## config.mk

```make
export PLATFORM = sky130hd
export DESIGN_NAME = stmix_merge
export DESIGN_NICKNAME = d
export VERILOG_FILES = /design/src/rtl/core/assert_macros.svh /design/src/rtl/core/stmix_pkg.sv /design/src/rtl/core/stmix_merge.sv
export SDC_FILE = /design/constraint.sdc
export NUM_CORES = 2
export LEC_CHECK = 0
export ABC_AREA = 1
export BUFFER_PORTS_ARGS = -buffer_cell sky130_fd_sc_hd__buf_2
export CORE_MARGIN = 4
export CORE_UTILIZATION = 30
export DETAILED_ROUTE_END_ITERATION = 12
export PLACE_DENSITY = 0.47
export SLEW_MARGIN = 20
export SYNTH_ARGS = -nofsm -noshare
export SYNTH_HDL_FRONTEND = slang
export SYNTH_SLANG_ARGS = --single-unit
export TNS_END_PERCENT = 5
```

## constraint.sdc

```tcl
create_clock -name clk -period 19.4 [get_ports clk]
set_input_delay 1.94 -clock clk [delete_from_list [all_inputs] [get_ports clk]]
set_output_delay 1.94 -clock clk [all_outputs]
set_load 0.05 [all_outputs]
```

## src/rtl/core/assert_macros.svh

```systemverilog
// assertion macros shared by the mixer rtl
// expects clk and arst_n in the scope of each use
`ifndef ASSERT_MACROS_SVH
`define ASSERT_MACROS_SVH
`ifndef ASSERT_OFF
`define ASSERT_CLK(label, prop) \
	label: assert property (@(posedge clk) disable iff (!arst_n) prop) \
		else $error("mixer assertion failed");
`define ASSERT_ALWAYS(label, prop) \
	label: assert property (@(posedge clk) prop) \
		else $error("mixer assertion failed");
`else
`define ASSERT_CLK(label, prop)
`define ASSERT_ALWAYS(label, prop)
`endif
`endif

```

## src/rtl/core/stmix_pkg.sv

```systemverilog
// shared types, constants and fixed-point helpers for the stereo mixer
// quarter-sine table is built at elaboration; no dependencies
`default_nettype none
package stmix_pkg;

	localparam int NUM_INPUTS = 4;
	localparam int NUM_LANES = 4;
	localparam int SINE_TABLE_DEPTH = 256;
	localparam int IDX_W = $clog2(SINE_TABLE_DEPTH) + 1;
	localparam int POS_W = 23 + IDX_W;
	localparam int PROD_W = 41;
	localparam int ACC_W = PROD_W + 2;
	localparam longint unsigned HALF_PI_Q30 = 64'd1686629713;

	// taylor series denominators (2k)(2k+1) for k = 1..7
	localparam longint unsigned TAYLOR_DIV [1:7] = '{64'd6, 64'd20, 64'd42, 64'd72,
		64'd110, 64'd156, 64'd210};

	localparam logic [NUM_LANES-1:0] IN_MASK = NUM_LANES'((1 << NUM_INPUTS) - 1);
	localparam logic signed [24:0] PHASE_ONE = 25'sd8388608;
	localparam logic signed [24:0] PHASE_HALF = 25'sd4194304;

	localparam logic [63:0] LEVELS_RST = 64'h4000400040004000;
	localparam logic [13:0] FLAGS_RST = 14'd8207;
	localparam logic [15:0] MASTER_RST = 16'd16384;
	localparam logic [15:0] COEF_RST = 16'd65208;
	localparam logic [15:0] XCOEF_RST = 16'd64881;
	localparam logic [23:0] LEVEL_Y_RST = 24'h400000;
	localparam logic [15:0] FADED_RST = 16'd16384;

	typedef logic [15:0] sine_rom_t [0:SINE_TABLE_DEPTH];

	typedef struct packed {
		logic smooth;
		logic trig_cos;
		logic trig_sin;
		logic prod_l;
		logic prod_r;
	} lane_ctl_t;

	typedef struct packed {
		logic smooth;
		logic trig;
		logic fade;
		logic sel;
	} xf_ctl_t;

	typedef struct packed {
		logic master;
		logic sum;
		logic scale;
		logic finish;
		logic zero;
	} mrg_ctl_t;

	function automatic logic [15:0] sine_of_q30(input longint unsigned x);
		longint unsigned x2;
		longint unsigned term;
		longint sum;
		x2 = (x * x) >> 30;
		term = x;
		sum = longint'(x);
		for (int k = 1; k <= 7; k++) begin
			term = ((term * x2) >> 30) / TAYLOR_DIV[k];
			if ((k & 1) != 0) sum = sum - longint'(term);
			else sum = sum + longint'(term);
		end
		if (sum < 0) sum = 0;
		sum = (sum + 16384) >>> 15;
		return (sum > 32768) ? 16'd32768 : 16'(sum);
	endfunction

	function automatic sine_rom_t build_sine_rom();
		sine_rom_t r;
		for (int i = 0; i <= SINE_TABLE_DEPTH; i++)
			r[i] = sine_of_q30(longint'(unsigned'(i)) * HALF_PI_Q30 / SINE_TABLE_DEPTH);
		return r;
	endfunction

	localparam sine_rom_t SINE_ROM = build_sine_rom();

	// quarter sine with linear interpolation, phase 0..2^23 maps 0..pi/2
	function automatic logic [15:0] sin_interp(input logic signed [24:0] p);
		logic [23:0] pc;
		logic [POS_W-1:0] pos;
		logic [IDX_W-1:0] idx;
		logic [22:0] frac;
		logic [15:0] lo;
		logic [15:0] hi;
		logic [38:0] dlt;
		logic [15:0] res;
		if (p < 0) pc = '0;
		else if (p > PHASE_ONE) pc = 24'd8388608;
		else pc = p[23:0];
		pos = POS_W'(pc) * POS_W'(SINE_TABLE_DEPTH);
		idx = pos[POS_W-1:23];
		frac = pos[22:0];
		if (idx >= IDX_W'(SINE_TABLE_DEPTH)) begin
			res = SINE_ROM[SINE_TABLE_DEPTH];
		end else begin
			lo = SINE_ROM[idx];
			hi = SINE_ROM[IDX_W'(idx + 1'b1)];
			if (hi < lo) hi = lo;
			dlt = 39'(hi - lo) * 39'(frac) + 39'd4194304;
			res = lo + 16'(dlt >> 23);
		end
		return res;
	endfunction

	// one-pole step y += (1-a)(target-y), rounded to nearest, ties upward
	function automatic logic signed [24:0] smooth_step(input logic signed [24:0] y,
			input logic signed [16:0] target, input logic [15:0] coef);
		logic signed [25:0] diff;
		logic signed [17:0] m;
		logic signed [43:0] prod;
		logic signed [27:0] delta;
		diff = ($signed({target, 8'b0}) >>> 0) - 26'(y);
		m = 18'sd65536 - $signed({2'b00, coef});
		prod = 44'(diff) * 44'(m) + 44'sd32768;
		delta = 28'(prod >>> 16);
		return 25'(y + 25'(delta));
	endfunction

	function automatic logic [15:0] clamp_level(input logic [15:0] v);
		return (v > 16'd32768) ? 16'd32768 : v;
	endfunction

	function automatic logic signed [15:0] clamp_pan(input logic signed [15:0] v);
		logic signed [15:0] r;
		if (v > 16'sd16384) r = 16'sd16384;
		else if (v < -16'sd16384) r = -16'sd16384;
		else r = v;
		return r;
	endfunction

endpackage
`default_nettype wire

```

## src/rtl/core/stmix_merge.sv

```systemverilog
// merge of lane products, master smoother, master scaling and saturation
// depends on stmix_pkg
`default_nettype none
module stmix_merge
	import stmix_pkg::*;
(
	input  wire logic                     clk,
	input  wire logic                     arst_n,
	input  wire mrg_ctl_t                 ctl,
	input  wire logic [15:0]              master_tgt,
	input  wire logic [15:0]              coef,
	input  wire logic signed [PROD_W-1:0] prod_l [NUM_LANES],
	input  wire logic signed [PROD_W-1:0] prod_r [NUM_LANES],
	output logic signed [23:0]            mix_left,
	output logic signed [23:0]            mix_right
);

	logic [23:0] master_q;
	logic signed [ACC_W-1:0] acc_l_q;
	logic signed [ACC_W-1:0] acc_r_q;
	logic signed [45:0] sc_l_q;
	logic signed [45:0] sc_r_q;
	logic signed [23:0] mix_l_q;
	logic signed [23:0] mix_r_q;
	logic signed [ACC_W-1:0] sum_l;
	logic signed [ACC_W-1:0] sum_r;
	logic signed [20:0] rnd_l;
	logic signed [20:0] rnd_r;
	logic signed [24:0] out_l;
	logic signed [24:0] out_r;

	function automatic logic signed [23:0] sat24(input logic signed [24:0] v);
		logic signed [23:0] r;
		if (v > 25'sd8388607) r = 24'sh7fffff;
		else if (v < -25'sd8388608) r = 24'sh800000;
		else r = v[23:0];
		return r;
	endfunction

	always_comb begin
		sum_l = '0;
		sum_r = '0;
		for (int i = 0; i < NUM_LANES; i++) begin
			sum_l = sum_l + ACC_W'(prod_l[i]);
			sum_r = sum_r + ACC_W'(prod_r[i]);
		end
		rnd_l = 21'((acc_l_q + ACC_W'(2097152)) >>> 22);
		rnd_r = 21'((acc_r_q + ACC_W'(2097152)) >>> 22);
		out_l = 25'((sc_l_q + 46'sd2097152) >>> 22);
		out_r = 25'((sc_r_q + 46'sd2097152) >>> 22);
	end

	always_ff @(posedge clk or negedge arst_n) begin
		if (!arst_n) begin
			master_q <= {MASTER_RST, 8'b0};
		end else if (ctl.master) begin
			master_q <= 24'(smooth_step($signed({1'b0, master_q}), $signed({1'b0, master_tgt}),
				coef));
		end
	end

	always_ff @(posedge clk) begin
		if (ctl.sum) begin
			acc_l_q <= sum_l;
			acc_r_q <= sum_r;
		end
		if (ctl.scale) begin
			sc_l_q <= 46'(rnd_l) * 46'($signed({1'b0, master_q}));
			sc_r_q <= 46'(rnd_r) * 46'($signed({1'b0, master_q}));
		end
		if (ctl.finish) begin
			mix_l_q <= ctl.zero ? '0 : sat24(out_l);
			mix_r_q <= ctl.zero ? '0 : sat24(out_r);
		end
	end

	assign mix_left = mix_l_q;
	assign mix_right = mix_r_q;

endmodule
`default_nettype wire

```

Word-level counts from Yosys, hierarchy flattened:

Cells that the tools add are included.

* register bits: 250
* input port bits: 367

* add/sub/neg operators: 14
* $mul: 3
* $lt $le $gt $ge: 4
* mux-type cells: 4
* reduce and logical (&&, ||, !) cells: 2

Operators with widths (number)
* $add A46 B23 Y46 const B: 2
* $mul A21 B25 Y46: 2
* $add A42 B41 Y43: 2
* $add A43 B23 Y43 const B: 2
* $add A43 B41 Y43: 2
* $add A41 B41 Y42: 2
* $gt A24 B24 Y1 const B: 2
* $lt A24 B24 Y1 const B: 2
* $mux W24: 2
* $mux W23: 2
* $add A40 B17 Y40 const B: 1
* $mul A25 B18 Y40: 1
* $sub A24 B24 Y25: 1
* $add A24 B24 Y24: 1
* $sub A17 B16 Y18 const A: 1
* $reduce_or A2 Y1: 2

Depth between registers and ports, before layout:

* depth in word-level cells: 4
* gate-level depth with buffers: 52
* mapped depth without buffers: 49

Worst setup path after synthesis:

Ideal clock, no wire load.

* path kind: input -> register
* from: in coef[0]
* to: reg master_q[21]
* library setup time: 133 ps
* arrival: 9772 ps
* required time: 19267 ps
* path slack: 9495 ps
* cell stages on the path: 43
* buffers on the path: 4
* cells stage by stage: buf_4 inv_4 clkbuf_1 ha_1 nand2_1 nor2_2 nand2_1 nor2_2 inv_1 o21ai_0 and2_1 buf_4 clkbuf_1 nand2_1 fa_1 inv_1 fa_1 fa_1 [... 7 more ...] inv_1 a21oi_1 inv_1 a21oi_1 inv_1 a221oi_1 nand2_1 xor2_1 inv_1 ha_1 a21oi_1 o21ai_0 a21oi_1 nand3_1 a31o_2 or2_2 nand3_1 o21ai_0

* word-level cells in the longest chain between the ends: 4

RTL lines
* from (decl): RTL line stmix_merge.sv:11 `input wire logic [15:0] coef,`
* $sub A17 B16 Y18: RTL line stmix_pkg.sv:118 `m = 18'sd65536 - $signed({2'b00, coef});`
* $mul A25 B18 Y40: RTL line stmix_pkg.sv:119 `prod = 44'(diff) * 44'(m) + 44'sd32768;`
* $add A40 B17 Y40: RTL line stmix_pkg.sv:119
* $add A24 B24 Y24: RTL line stmix_pkg.sv:121 `return 25'(y + 25'(delta));`
* to (signal assigned): RTL line stmix_merge.sv:55 `master_q <= {MASTER_RST, 8'b0};`
* to (signal assigned): RTL line stmix_merge.sv:57 `master_q <= 24'(smooth_step($signed({1'b0, master_q}), $signed({1'b0, master_tgt}),`
* to (decl): RTL line stmix_merge.sv:18 `logic [23:0] master_q;`

Every way passes these cells.
A chain may end at the register's enable or synchronous reset.

Worst setup path in the final report:

* from: reg master_q[10]
* to: reg master_q[20]

* word-level cells in the longest chain between the ends: 4

RTL lines
* $sub A24 B24 Y25: RTL line stmix_pkg.sv:117 `diff = ($signed({target, 8'b0}) >>> 0) - 26'(y);`
* $mul A25 B18 Y40: RTL line stmix_pkg.sv:119
* $add A40 B17 Y40: RTL line stmix_pkg.sv:119
* $add A24 B24 Y24 *: RTL line stmix_pkg.sv:121

Mark *: on every way between the ends. The rest lies on a longest branch, timed or not.

==> key figures <==
Status
  – Status: complete, no violations

Yosys
  – Cell taking the most area after synthesis: fa_1
  – Synth Register Bits: approximately 170
  – Dominant cells by area after synthesis: fa_1, ha_1, inv_1, nand2_1, edfxtp_1
  – Synth warnings: 0
  – Post-synth EDFFs: 142
  – Fraction of registers with async set/reset: 0.1446
  – Ys flop type: edfxtp_1
  – Mean post-synth cell area: 8.257 sq um
  – Sequential element share of the synthesized area: 0.07591
  – Top-count cell post-synth: inv_1
  – Mapped Nets: 10.12k
  – Netlist cell types: 63
  – Gate Count Post-Synth: roughly 7.8k
  – Synth top area share: 0.4341
  – Synth top cells by count: inv_1, nand2_1, fa_1
  – Cell Area, Synth: 64,100 sq um

Clock network
  – CTS sink cnt: about 170
  – CTS tree: yes
  – CTS Buffer Depth: 2
  – CTS clk-pin slew, worst paths: 0.08 ns
  – CTS Buf Count: 17
  – Clk Latency, worst-skew pair: around 0.5 ns
  – Postcts setup bufs: 0
  – Root buf cell: clkbuf_16
  – H-tree Lvls: 4
  – Resized Gates After CTS: 0
  – Hold buffer count at CTS: 0

Route
  – Initial drt markers: approximately 3.3k
  – TritonRoute pass-1 iters: 8
  – DRC Markers: 0
  – Vias: 51.99k
  – Post-route antenna net violation count: 0
  – Per-cell routed wire length: 20.72 microns
  – Vias/cell: between 4 and 5
  – Wirelength, routed: 225,300 microns

STA
  – Final hold violation count: 0
  – Least-Margin Pin Slew: 1.109 ns
  – Clock Skews: approximately 0.022 ns
  – Final worst-path cycle share: 0.5822
  – Rel. slew slack: 0.2569
  – Setup violations, final: 0
  – Final min period: 11.30 ns
  – F_max: 0.08853 GHz
  – Setup TNS: 0 ns
  – Final Slew Violations: 0
  – Unrepaired setup endpoints after global routing: no

Critical path
  – Largest stage delay, worst path: 0.84 ns
  – Worst Setup EP: master_q[20]
  – Reg-to-Reg End: master_q[20]
  – R2R setup slack: 8.10 ns
  – Cell repeated most along the worst path: nand2_1
  – Crit Path Max Fanout: 37
  – CP Launch Point: master_q[10]
  – WS Path Type: flip-flop to flip-flop
  – Slowest cell on crit path: clkinv_1
  – Arrival @ worst endpoint: 11.70 ns
  – Worst setup EP type: flip-flop
  – CP required: just under 20 ns
  – Worst r2r path cells: 45
  – CP startpoint kind: flip-flop
  – Reg2reg start: master_q[10]

Die
  – Die Wd: 470.2 microns
  – Starting Density: 0.3019
  – Die ar.: approximately 220,000 sq um
  – IO Count: 415
  – Core area: 212,300 sq um
  – Die extent in y: 470.2 microns
  – Std cell rows: 169

Global routing
  – Initial antenna violation count: 43
  – Grt total ovfl: 0
  – Pin count of the biggest net entering global routing: 51
  – Total Routing Usage GR: 0.2059
  – Vias in the first global route: 56.68k
  – First-pass GRT wire length: ~350,000 microns

Placed design
  – DP HPWL: 188,300 microns
  – I/O Buffers: 414
  – GP Congestion: 0.9781
  – Placed cell area: slightly below 70,000 sq um

Final layout
  – Final instance area: 69,870 sq um
  – Share of cells above drive strength 1: 0.07799
  – Fill cells: between 20k and 25k
  – Final core utilization: 0.3291
  – Fin nets: 10.39k
  – Area growth syn-to-layout: 9.004%

Run
  – Max Cap Viol: 0

Min path
  – Worst hold path type: flip-flop to flip-flop
==> per-stage QoR <==
step,hold slack [ns],instances,setup WS (ns)
floorplan,0.5346,7763,9.495
global placement,0.5631,10830,7.858
detailed placement,0.5498,10830,7.854
CTS,0.5882,10860,8.188
global route,0.6120,10860,7.375
finish,0.5867,10870,8.105
==> sequential cells by signal, indices dropped and copies added, names as in the netlist <==
| register | flops |
|---|---|
| acc_r_q | 22 |
| master_q | 24 |
| sc_l_q | 25 |
| mix_left | 24 |
| sc_r_q | 25 |
| acc_l_q | 22 |
| mix_right | 24 |
==> worst max-delay path: cells and delay by family (launching register included) <==
family	cells	cell delay [ns]
flip-flops	1	0.32
AND/OR/NAND/NOR	19	2.53
adder cells (fa/ha/maj)	9	4.47
AO/OA/AOI/OAI	9	2.00
buffers and inverters	7	1.67
XOR/XNOR	1	0.18
==> worst min path at each step <==
stage / from / end / slack [ns] / depth (start not counted)
3_5_place_dp: sc_r_q[45] / mix_right[23] / 0.55 / 1
3_3_place_gp: sc_r_q[45] / mix_right[23] / 0.56 / 1
4_1_cts: sc_r_q[45] / mix_right[23] / 0.59 / 1
5_1_grt: sc_r_q[45] / mix_right[23] / 0.61 / 1
6_report: sc_r_q[45] / mix_right[23] / 0.59 / 1
2_1_floorplan: master_q[22] / master_q[22] / 0.53 / 2
==> layer usage <==
metal  wire (microns)  up-vias  global-route usage
met2           106800     1599              0.3497
li1                 -    23780                   -
met4             6523       30             0.05147
met3            14310      272             0.03620
met5              205        -            0.001730
met1            97460    26310              0.2715
==> cell usage in the layout (no fill, tap or decap), types with 5 or more instances in the layout <==
master     count
o211ai_1      11
o21ai_1        5
ha_1         604
nor2_2        14
fa_1        1390
inv_1       1728
or2_2         28
a31oi_1       22
nand2_1     1636
xnor2_2        6
o21bai_1      15
clkinv_1      17
nor3_2         5
a211oi_1       5
buf_4         73
xor2_1        98
nor3_1        60
a21oi_1      314
diode_2       12
inv_8          6
a21o_1        17
inv_2         19
buf_2        414
nand3_1      132
edfxtp_1     142
dfrtp_1       23
xnor2_1       55
nor4_1        32
nand2_2        9
nand4_1       44
clkbuf_16     17
o21a_1        16
o21ai_0      199
nor2_1       807
==> cells by family (layout without fill, tap and decap cells) <==
logic type	after synthesis	count (layout)	share of synthesized area
other cells	0	12	0
buf+inv	2009	2285	0.1196
fa+ha+maj	1994	1994	0.5520
flops	166	166	0.07591
xor+xnor	163	163	0.02315
compound gates	643	643	0.05534
simple gates	2788	2788	0.1740
==> final cells by class <==
cell class | count | area (sq um) | share of cell area
Antenna cell | 12 | 30.03 | 0.0004298
Inverter | 1766 | 6636 | 0.09498
Multi-Input combinational cell | 5588 | 51600 | 0.7385
Tap cell | 2821 | 3530 | 0.05051
Sequential cell | 166 | 4866 | 0.06964
Timing Repair Buffer | 487 | 2620 | 0.03750
Clock buffer | 17 | 425.4 | 0.006088
Clock inverter | 15 | 165.2 | 0.002364
Power is left out: the tool's default activity adds up to more than one toggle a clock period on the data nets, which glitch-free logic cannot reach.
